**src/rtl/flra_pkg.sv**
```systemverilog
// ----------------------------------------------------------------------------
// flra_pkg
// Types, constants and command/status codes shared by the range allocator.
// ----------------------------------------------------------------------------
`default_nettype none
package flra_pkg;
  localparam int FREE_SLOTS   = 32;
  localparam int HANDLE_SLOTS = 16;
  localparam int ADDR_BITS    = 24;
  localparam int VW           = 25;
  localparam int FIDX_W       = $clog2(FREE_SLOTS);
  localparam int FCNT_W       = $clog2(FREE_SLOTS + 1);
  localparam int HW           = 4;
  localparam logic [VW-1:0] LIMIT = (ADDR_BITS < VW) ? VW'(64'd1 << ADDR_BITS)
                                                     : {VW{1'b1}};
  localparam logic [VW-1:0] INIT_RESET = VW'(65536);

  localparam logic [1:0] CMD_ALLOC  = 2'd0;
  localparam logic [1:0] CMD_FREE   = 2'd1;
  localparam logic [1:0] CMD_LOOKUP = 2'd2;

  localparam logic [1:0] ST_OK      = 2'd0;
  localparam logic [1:0] ST_INVALID = 2'd1;
  localparam logic [1:0] ST_BUSY    = 2'd2;
  localparam logic [1:0] ST_NOSPACE = 2'd3;

  // per-cell list operation
  localparam logic [2:0] OP_HOLD   = 3'd0;
  localparam logic [2:0] OP_LOAD   = 3'd1; // write start/length at target cell
  localparam logic [2:0] OP_SHL    = 3'd2; // remove target, cells above shift down
  localparam logic [2:0] OP_SHR    = 3'd3; // write start/length at target, cells above shift up
  localparam logic [2:0] OP_RESET  = 3'd4;
  localparam logic [2:0] OP_MERGE2 = 3'd5; // target takes length, target+1 removed

  typedef struct packed {
    logic [1:0]    command;
    logic [VW-1:0] request_bytes;
    logic [HW-1:0] handle_in;
  } flra_in_t;

  typedef struct packed {
    logic [1:0]    status;
    logic [HW-1:0] handle_out;
    logic [VW-1:0] block_offset;
    logic [VW-1:0] block_bytes;
    logic          grew;
  } flra_out_t;

  typedef struct packed {
    logic [2:0]        op;
    logic [FIDX_W-1:0] target;
    logic [VW-1:0]     wr_start;
    logic [VW-1:0]     wr_length;
    logic [VW-1:0]     init_len;
  } flra_ctl_t;
endpackage
`default_nettype wire

```
**src/rtl/flra_cell.sv**
```systemverilog
// ----------------------------------------------------------------------------
// flra_cell
// One free-list slot: holds a block and follows the shared list operation,
// taking data from its lower or upper neighbor on shifts.
// ----------------------------------------------------------------------------
`default_nettype none
module flra_cell
  import flra_pkg::*;
(
  input  wire logic              clk,
  input  wire logic              rst,
  input  wire logic [FIDX_W-1:0] idx,
  input  wire flra_ctl_t         ctl,
  input  wire logic [VW-1:0]     lo_start,
  input  wire logic [VW-1:0]     lo_length,
  input  wire logic [VW-1:0]     hi_start,
  input  wire logic [VW-1:0]     hi_length,
  output logic      [VW-1:0]     start,
  output logic      [VW-1:0]     length
);
  logic at, above;

  assign at    = (idx == ctl.target);
  assign above = (idx > ctl.target);

  // slot update
  always_ff @(posedge clk) begin
    if (rst) begin
      start  <= '0;
      length <= (idx == '0) ? INIT_RESET : '0;
    end else begin
      case (ctl.op)
        OP_RESET: begin
          start  <= '0;
          length <= (idx == '0) ? ctl.init_len : '0;
        end
        OP_LOAD: begin
          if (at) begin
            start  <= ctl.wr_start;
            length <= ctl.wr_length;
          end
        end
        OP_SHL: begin
          if (at || above) begin
            start  <= hi_start;
            length <= hi_length;
          end
        end
        OP_MERGE2: begin
          if (at) begin
            length <= ctl.wr_length;
          end else if (above) begin
            start  <= hi_start;
            length <= hi_length;
          end
        end
        OP_SHR: begin
          if (at) begin
            start  <= ctl.wr_start;
            length <= ctl.wr_length;
          end else if (above) begin
            start  <= lo_start;
            length <= lo_length;
          end
        end
        default: begin
        end
      endcase
    end
  end
endmodule
`default_nettype wire

```
**config.mk**
```make
export PLATFORM = sky130hd
export DESIGN_NAME = flra_cell
export DESIGN_NICKNAME = d
export VERILOG_FILES = /design/src/rtl/flra_pkg.sv /design/src/rtl/flra_cell.sv
export SDC_FILE = /design/constraint.sdc
export NUM_CORES = 1
export LEC_CHECK = 0
export ABC_CLOCK_PERIOD_IN_PS = 3250
export BUFFER_PORTS_ARGS = -buffer_cell sky130_fd_sc_hd__buf_2
export CORE_UTILIZATION = 44
export CTS_CLUSTER_SIZE = 25
export DETAILED_ROUTE_END_ITERATION = 12
export PLACE_DENSITY = 0.94
export SLEW_MARGIN = 25
export SYNTH_ARGS = -nofsm -noshare
export SYNTH_HDL_FRONTEND = slang
export SYNTH_SLANG_ARGS = --single-unit
```
**constraint.sdc**
```tcl
create_clock -name clk -period 3.25 [get_ports clk]
set_input_delay 0.4875 -clock clk [delete_from_list [all_inputs] [get_ports clk]]
set_output_delay 0.4875 -clock clk [all_outputs]
set_load 0.005 [all_outputs]
```
==> run_results.csv, run 1 <==
group,metric,value,unit
status,status,"finished, final reports clean",
sta,grt_setup_unrepaired,"no",
floorplanning,core,0.00830,sq mm
sta,worst_pin_slew,950,ps
sta,slew_viol_final,0,
detailed_routing,drt-total-wl,12300,um
worst_setup_path,crit_path_top_delay_cell,"o21bai_2",
worst_setup_path,crit_required,3480,ps
logic_synthesis,synth_compound_area_share,32.1,%
finish,fin_area,0.00506,sq mm
logic_synthesis,synth.largest_area_cell,"edfxtp_1",
logic_synthesis,async_reset_ff_share,0,%
clock_tree,cts_resized,0,
clock_tree,cts_buffers,5,
power,swShare,31.4,%
clock_tree,htree_levels,2,
worst_setup_path,start_kind,"input port",
power,intPower,0.00117,W
sta,fin_tns_setup,0,ps
detailed_routing,via_per_inst,5.83,
sta,slew_headroom,36.7,%
worst_setup_path,reg2reg_depth,3,
detailed_routing,wl_per_cell,16.7,um
sta,fmax,413,MHz
power,power_leakage,2.33,nW
finish,drive_gt1_share,48.3,%
floorplanning,dieHeight,95.3,um
global_route,grt_usage,27.2,%
detailed_routing,drt-initial-drc-count,338,
floorplanning,die_area,0.00908,sq mm
placed_design,dp_cells,729,
power,ir_drop,0.172,mV
logic_synthesis,synthCells,418,
worst_setup_path,crit_type,"input port to flop",
finish,layout.cells.non_filler,737,
clock_tree,clk_path_buf_depth,2,
logic_synthesis,synth-simple-area-share,14.6,%
clock_tree,numClockSinks,50,
worst_hold_path,min_path_cells,2,
clock_tree,insertion_delay,300,ps
detailed_routing,drcViolationCount,0,
floorplanning,die_x,95.3,um
floorplanning,initial_utilization,46.1,%
finish,syn_to_final_growth,32.1,%
placed_design,numPortBuffers,239,
sta,finalSetupViolCount,0,
sta,period_minus_slack,2420,ps
job,max_cap_viol_count,0,
worst_setup_path,reg2reg_from,"start[18]",
worst_hold_path,min-delay-path-class,"flop to flop",
logic_synthesis,synthDistinctLibCells,50,
power,power_density,337,mW/mm^2
global_route,grt_max_degree,45,
detailed_routing,drt-pass1-iter-count,6,
power,report.power.total,0.00171,W
global_route,grt-ovfl-total,0,
finish,final_nets,826,
global_route,grt_pass1_wl,19200,um
power,p_sw,0.000536,W
logic_synthesis,ys_warn_count,0,
logic_synthesis,synth_mux_area_share,10.8,%
logic_synthesis,ys_seq_elements,50,
logic_synthesis,synth-seq-area-share,32.7,%
global_route,antenna_found_initial,0,
detailed_routing,antenna_left,0,
logic_synthesis,netlist_area,0.00383,sq mm
worst_hold_path,hold_path_end,"start[23]",
logic_synthesis,yosysMostFrequentCell,"a21oi_1",
worst_setup_path,cpPeakStageDelay,540,ps
logic_synthesis,synthTopCellsByArea,"edfxtp_1 (20%), dfxtp_1 (13%), a21oi_1 (7.8%)",
finish,n_antenna_cell,0,
sta,fin_crit_sh,74.6,%
global_route,first_global_vias,4215,
worst_setup_path,r2r_end,"start[18]",
detailed_routing,dr_total_vias,4297,
sta,hold_viol,0,
sta,hold_slack,461,ps
placed_design,place.gp.congestion,0.866,
floorplanning,pin_count,240,
clock_tree,path_clk_slew,100,ps
worst_setup_path,end_kind,"flop",
logic_synthesis,synthXorXnorAreaFrac,0,%
clock_tree,root_buffer,"clkbuf_8",
power,seqPwrFrac,44.9,%
logic_synthesis,synth_edf_count,25,
power,power_frac_clock,22.2,%
logic_synthesis,synth_fa_ha_area_share,1.63,%
clock_tree,cts_tree,"done",
clock_tree,post_cts_buffers,0,
clock_tree,postCtsHoldBufs,0,
logic_synthesis,synthesis.nets,613,
logic_synthesis,synth_top_family_by_area,"compound AO/OA/AOI/OAI gates",
logic_synthesis,synth_area_per_cell,9.16,sq um
worst_hold_path,hp-start,"start[23]",
sta,clock_skew,0,ps
worst_setup_path,cp_max_fo,25,
worst_setup_path,rrSetupSlack,2510,ps
placed_design,dp.final_hpwl,9460,um
logic_synthesis,yosys.area.top_type_share,19.6,%
placed_design,placed_cell_area,0.00496,sq mm
logic_synthesis,ys_top_cells_by_count,"a21oi_1 (60), nand2_1 (39), dfxtp_1 (25), edfxtp_1 (25), a21o_1 (24)",
worst_setup_path,arrival,2660,ps
floorplanning,core.rowCount,33,
logic_synthesis,synth_ff_type,"edfxtp_1",
worst_setup_path,crit_chain,"buf_2, ha_1, nand2_1, nor3_2, o21bai_2, nand3_4, mux2i_1",
power,comb_power_share,32.9,%
-- how the worst max path moves through the flow --
stage / start / end / slack (ps) / cells past startpoint
after global placement: idx[1] / start[21] / 660 / 7
after detailed placement: idx[1] / start[5] / 490 / 7
after CTS: idx[1] / start[5] / 820 / 7
final: idx[1] / start[5] / 830 / 7
after floorplan: ctl[79] / length[0] / 210 / 6
after global routing: idx[1] / start[5] / 660 / 7
-- registers in the layout, indices dropped and copies added (netlist names) --
register,count
start,25
length,25
-- kinds of logic (layout without fill, tap and decap cells) --
family	count (synthesis)	in the layout
AOI/OAI and AO/OA	166	166
adders and majority gates	5	5
buffers and inverters	59	273
DFF	50	50
muxes	38	38
and+or+nand+nor	100	100
-- area by class of cell --
class / count / area [sq um]
clock inverters: 3 / 23.8
inverters: 21 / 78.8
clock buffers: 5 / 68.8
flip-flops and latches: 50 / 1250
well taps: 105 / 131
repair buffers: 244 / 1230
fillers: 735 / 3240
multi-input cells: 309 / 2270
-- layer usage --
| layer | share of wire, % | vias to the layer above | track usage, % |
|---|---|---|---|
| met3 | 9.6 | 49 | 6.54 |
| met5 | 0 | - | 0 |
| met4 | 3.7 | 0 | 13.8 |
| met1 | 36 | 1989 | 29.4 |
| li1 | - | 1995 | - |
| met2 | 51 | 264 | 49.0 |
-- per-stage QoR --
| stage | util [%] | setup WS (ps) |
|---|---|---|
| 6_report | 60.9 | 826 |
| 5_1_grt | 60.9 | 659 |
| 4_1_cts | 60.9 | 819 |
| 3_5_place_dp | 59.8 | 491 |
| 3_3_place_gp | 59.8 | 658 |
| 2_1_floorplan | - | 212 |
-- power by group through the flow --
stage               clock network, W  logic [W]  registers (W)
floorplan                          0   0.000313       0.000789
global placement                   0   0.000535       0.000776
detailed placement                 0   0.000559       0.000780
CTS                         0.000399   0.000561       0.000766
global route                0.000417   0.000618       0.000772
finish                      0.000379   0.000562       0.000766
-- critical path: cells and delay by family --
family	cells	cell delay, ps
mux	1	300
compound gates	1	540
buf+inv	1	130
simple gates	3	820
fa+ha+maj	1	370
-- cell usage in the layout (no fill, tap or decap), types with 2 or more instances in the layout --
cell type	synthesis	routed
clkbuf_8	0	5
nor3_1	2	2
nand2b_1	20	20
a41o_1	12	12
inv_1	20	20
nand2_1	39	39
o21a_1	2	2
mux2i_1	13	13
buf_4	6	5
nor2_1	12	12
a311oi_1	4	4
a21oi_1	60	60
and2_0	2	2
mux2_2	23	23
nand3_4	2	2
a31oi_1	2	2
a222oi_1	18	18
ha_1	5	5
dfxtp_1	25	25
a311oi_2	2	2
and3_4	2	2
mux2_1	2	2
a21oi_2	10	10
edfxtp_1	25	25
a22oi_1	19	19
buf_2	8	239
o21ai_0	2	2
nor2b_1	13	13
a21o_1	24	24
No activity file was read; power rests on OpenSTA's default activity.
==> inputs of run 2 (changes only) <==
ABC_CLOCK_PERIOD_IN_PS = 2200   (was 3250)
CORE_UTILIZATION = 40   (was 44)
PLACE_DENSITY = 0.91   (was 0.94)
clock period = 2.2 ns   (was 3.25 ns; I/O delays follow)
==> run_results.csv, run 2 (synthesized netlist as in run 1, its figures left out) <==
group,metric,value,unit
finish,syn_to_final_growth,37.6,%
status,status,"finished, final reports clean",
placed_design,pre_cts_slack,-13.5,ps
worst_setup_path,arrival,2080,ps
finish,layout.cells.non_filler,774,
sta,worst_slack,302,ps
detailed_routing,drt-total-wl,12300,um
floorplanning,dieHeight,99.8,um
worst_setup_path,start_kind,"input port",
worst_setup_path,r2r_end,"start[14]",
clock_tree,insertion_delay,300,ps
worst_hold_path,hp-start,"hi_start[24]",
detailed_routing,drt-pass1-iter-count,7,
floorplanning,core.rowCount,35,
worst_hold_path,hold_path_end,"start[24]",
detailed_routing,drcViolationCount,0,
detailed_routing,antenna_left,0,
floorplanning,core,0.00924,sq mm
worst_setup_path,crit_type,"input port to flop",
sta,hold_viol,0,
floorplanning,die_area,0.00996,sq mm
finish,layout.cells.most_common,"buf_2",
clock_tree,clk_path_buf_depth,2,
worst_setup_path,reg2reg_from,"start[14]",
power,power_density,494,mW/mm^2
global_route,antenna_found_initial,0,
finish,fillers,829,
worst_setup_path,rrSetupSlack,1470,ps
worst_hold_path,min_path_cells,3,
sta,slew_headroom,69.3,%
placed_design,place.gp.congestion,0.833,
floorplanning,pin_count,240,
detailed_routing,met2_length,6340,um
sta,period_minus_slack,1900,ps
sta,clock_skew,0,ps
detailed_routing,met1_length,4680,um
clock_tree,cts_resized,0,
floorplanning,die_x,99.8,um
clock_tree,numClockSinks,50,
placed_design,placed_cell_area,0.00516,sq mm
clock_tree,cts_buffers,5,
power,p_sw,0.000775,W
power,intPower,0.00182,W
detailed_routing,wl_per_cell,15.9,um
finish,drive_gt1_share,49.0,%
global_route,grt_pass1_wl,19100,um
power,power_leakage,2.42,nW
placed_design,dp.final_hpwl,9540,um
finish,fin_area,0.00527,sq mm
power,seqPwrFrac,43.4,%
power,swShare,29.8,%
worst_setup_path,reg2reg_depth,3,
floorplanning,initial_utilization,41.4,%
clock_tree,htree_levels,2,
finish,final_cell_mix,"buf_2 (239), a21oi_1 (60), nand2_1 (39)",
clock_tree,cts_tree,"done",
worst_setup_path,cp_max_fo,25,
detailed_routing,drt-initial-drc-count,246,
worst_setup_path,crit_required,2380,ps
worst_setup_path,end_kind,"flop",
global_route,grt-ovfl-total,0,
global_route,grt_usage,24.1,%
finish,n_antenna_cell,0,
clock_tree,path_clk_slew,100,ps
sta,slew_viol_final,0,
detailed_routing,wl_met3,1020,um
global_route,grt_max_degree,26,
clock_tree,post_cts_buffers,0,
placed_design,numPortBuffers,239,
finish,seqCellArea,0.00125,sq mm
clock_tree,root_buffer,"clkbuf_8",
power,power_frac_clock,23.1,%
clock_tree,postCtsHoldBufs,0,
placed_design,dp_cells,766,
power,ir_drop,0.249,mV
sta,finalSetupViolCount,0,
detailed_routing,routed.top_layer,"met4",
finish,top_regs,"length (25), start (25)",
sta,fmax,527,MHz
sta,fin_crit_sh,86.3,%
sta,worst_pin_slew,458,ps
finish,multi_input_area,0.00228,sq mm
worst_hold_path,min-delay-path-class,"input port to flop",
global_route,first_global_vias,4191,
job,max_cap_viol_count,0,
power,comb_power_share,33.5,%
power,report.power.total,0.00260,W
finish,final_nets,839,
detailed_routing,dr_total_vias,4192,
sta,grt_setup_unrepaired,"no",
detailed_routing,via_per_inst,5.42,
## run 2: worst max path at each step
stage	depth (start not counted)	start	slack [ps]	to
floorplan	6	ctl[79]	60	length[0]
global placement	8	idx[4]	70	length[6]
detailed placement	8	idx[1]	-10	start[21]
CTS	8	idx[1]	320	start[21]
global route	8	ctl[79]	200	length[24]
finish	8	idx[1]	300	start[21]
## run 2: power by group through the flow
stage / Combinational (W) / Clock, W / Sequential, W
CTS: 0.000873 / 0.000626 / 0.00113
floorplan: 0.000467 / 0 / 0.00116
global route: 0.000950 / 0.000659 / 0.00114
finish: 0.000870 / 0.000601 / 0.00113
detailed placement: 0.000870 / 0 / 0.00115
global placement: 0.000837 / 0 / 0.00115
## run 2: critical path: stages
cell and delay (ps):
buf_2 130, ha_1 360, nand2_1 170, o21ai_4 200, buf_12 200, mux2_2 360
a22oi_1 200, mux2i_1 120
## run 2: metal layers
metal,GRT usage (%),vias up
li1,-,2026
met4,8.82,0
met2,45.6,230
met3,4.11,25
met1,26.8,1911
met5,0,-
## run 2: metrics by stage
stage	hold WS (ps)	setup TNS (ps)	utilization (%)
2_1_floorplan	451	0	-
3_3_place_gp	442	0	55.9
3_5_place_dp	447	-17.5	55.9
4_1_cts	318	0	57.0
5_1_grt	319	0	57.0
6_report	325	0	57.0
## run 2: layout make-up
type / instances / share of cell area (%)
Clock buffer: 7 / 1.85
Clock inverter: 1 / 0.0713
Inverter: 21 / 1.50
Multi-Input combinational cell: 309 / 43.3
Sequential cell: 50 / 23.8
Tap cell: 129 / 3.06
Timing Repair Buffer: 257 / 26.5
==> inputs of run 3 (changes only) <==
BUFFER_PORTS_ARGS = -buffer_cell sky130_fd_sc_hd__buf_4   (was -buffer_cell sky130_fd_sc_hd__buf_2)
==> run_results.csv, run 3 (synthesized netlist as in run 1, its figures left out) <==
group,metric,value,unit
power,power_leakage,2.62,nW
clock_tree,cts_buffers,5,
clock_tree,numClockSinks,50,
finish,final_cell_mix,"buf_4 (250), a21oi_1 (60), nand2_1 (39)",
worst_setup_path,crit_chain,"buf_4, ha_1, nand3_2, o21ai_0, o21ai_0, o221ai_4, buf_12",
worst_setup_path,crit_path_top_delay_cell,"ha_1",
floorplanning,dieHeight,99.8,um
worst_setup_path,cpPeakStageDelay,340,ps
clock_tree,path_clk_slew,100,ps
power,power_density,487,mW/mm^2
finish,drive_gt1_share,49.2,%
sta,period_minus_slack,1900,ps
worst_hold_path,min-delay-path-class,"input port to flop",
power,report.power.total,0.00287,W
finish,final_nets,838,
worst_setup_path,crit_type,"input port to flop",
global_route,grt_pass1_wl,19100,um
finish,layout.cells.most_common,"buf_4",
global_route,met2_usage,44.7,%
sta,fin_tns_setup,0,ps
sta,finalSetupViolCount,0,
sta,fin_crit_sh,86.3,%
sta,hold_viol,0,
global_route,antenna_found_initial,0,
status,status,"finished, final reports clean",
global_route,busiest_layer,"met2",
placed_design,numPortBuffers,239,
detailed_routing,drt-initial-drc-count,246,
job,max_cap_viol_count,0,
detailed_routing,drt-total-wl,12400,um
worst_setup_path,end_kind,"flop",
finish,multi_input_area,0.00228,sq mm
worst_setup_path,cp_max_fo,25,
floorplanning,die_x,99.8,um
power,ir_drop,0.267,mV
detailed_routing,drcViolationCount,0,
clock_tree,root_buffer,"clkbuf_8",
global_route,grt_usage,23.9,%
detailed_routing,wl_per_cell,16.1,um
clock_tree,clk_path_buf_depth,2,
worst_setup_path,arrival,1900,ps
global_route,first_global_vias,4102,
worst_setup_path,start_kind,"input port",
detailed_routing,dr_total_vias,4231,
sta,fmax,527,MHz
clock_tree,postCtsHoldBufs,0,
detailed_routing,drt-pass1-iter-count,7,
floorplanning,die_area,0.00996,sq mm
clock_tree,htree_levels,2,
sta,slew_headroom,42.8,%
global_route,grt_max_degree,37,
sta,slew_viol_final,0,
clock_tree,post_cts_buffers,0,
finish,n_antenna_cell,0,
global_route,grt.met3_usage,4.39,%
detailed_routing,via_per_inst,5.47,
floorplanning,initial_utilization,41.4,%
finish,top_regs,"length (25), start (25)",
finish,fillers,726,
floorplanning,core,0.00924,sq mm
global_route,grt_use_met1,27.3,%
floorplanning,core.rowCount,35,
finish,syn_to_final_growth,54.2,%
worst_setup_path,cp_common_cell,"o21ai_0",
clock_tree,cts_tree,"done",
sta,worst_pin_slew,855,ps
placed_design,place.gp.congestion,0.852,
worst_setup_path,crit_required,2200,ps
finish,seqCellArea,0.00125,sq mm
clock_tree,insertion_delay,300,ps
sta,hold_slack,326,ps
detailed_routing,antenna_left,0,
clock_tree,cts_resized,0,
global_route,grt-ovfl-total,0,
floorplanning,pin_count,240,
sta,grt_setup_unrepaired,"no",
placed_design,dp.final_hpwl,9630,um
sta,clock_skew,0,ps
run 3: cell types whose count changed in the layout (fill, tap and decap cells not counted), sizes merged:
| cell | delta |
|---|---|
| buf | -1 |
| clkbuf | +1 |
| inv | -1 |
run 3: area by class of cell:
type,count,share of cell area (%)
Clock buffer,8,2.25
Inverter,21,1.34
Sequential cell,50,21.2
Timing Repair Buffer,256,33.8
Tap cell,129,2.74
Multi-Input combinational cell,309,38.6
run 3: metrics by stage:
step,util [%],setup slack (ps),instance area [sq um],instances
after floorplan,-,55.7,3840,418
after global placement,62.4,86.8,5770,765
after detailed placement,62.4,1.54,5770,765
after CTS,63.9,325,5900,773
after global routing,63.9,225,5900,773
final,63.9,302,5900,773
run 3: final timing paths:
check	slack, ps	from	cells after the start	to
setup / recovery	300	idx[4]	7	length[18]
hold / removal	330	hi_start[24]	3	start[24]
setup reg to reg	1460	start[11]	3	start[11]
hold reg to reg	470	start[6]	2	start[6]
run 3: report_power, final:
part | internal, W | switching [W] | leakage, nW
Combinational | 0.000589 | 0.000428 | 2.09
Clock | 0.000394 | 0.000325 | 0.0678
Sequential | 0.00109 | 0.0000417 | 0.459
run 3: routing by layer:
metal  vias up  part of all wire [%]  wire [um]
met3        24                   8.0       1000
met2       222                    52       6470
li1       2019                     -          -
met5         -                     0          0
met4         0                   2.1        265
met1      1966                    38       4700
run 3: worst max-delay path: cells and delay by family:
| family | cells | cell delay (ps) |
|---|---|---|
| buffers and inverters | 2 | 340 |
| adder cells (fa/ha/maj) | 1 | 340 |
| AO/OA/AOI/OAI | 3 | 710 |
| AND/OR/NAND/NOR | 1 | 180 |
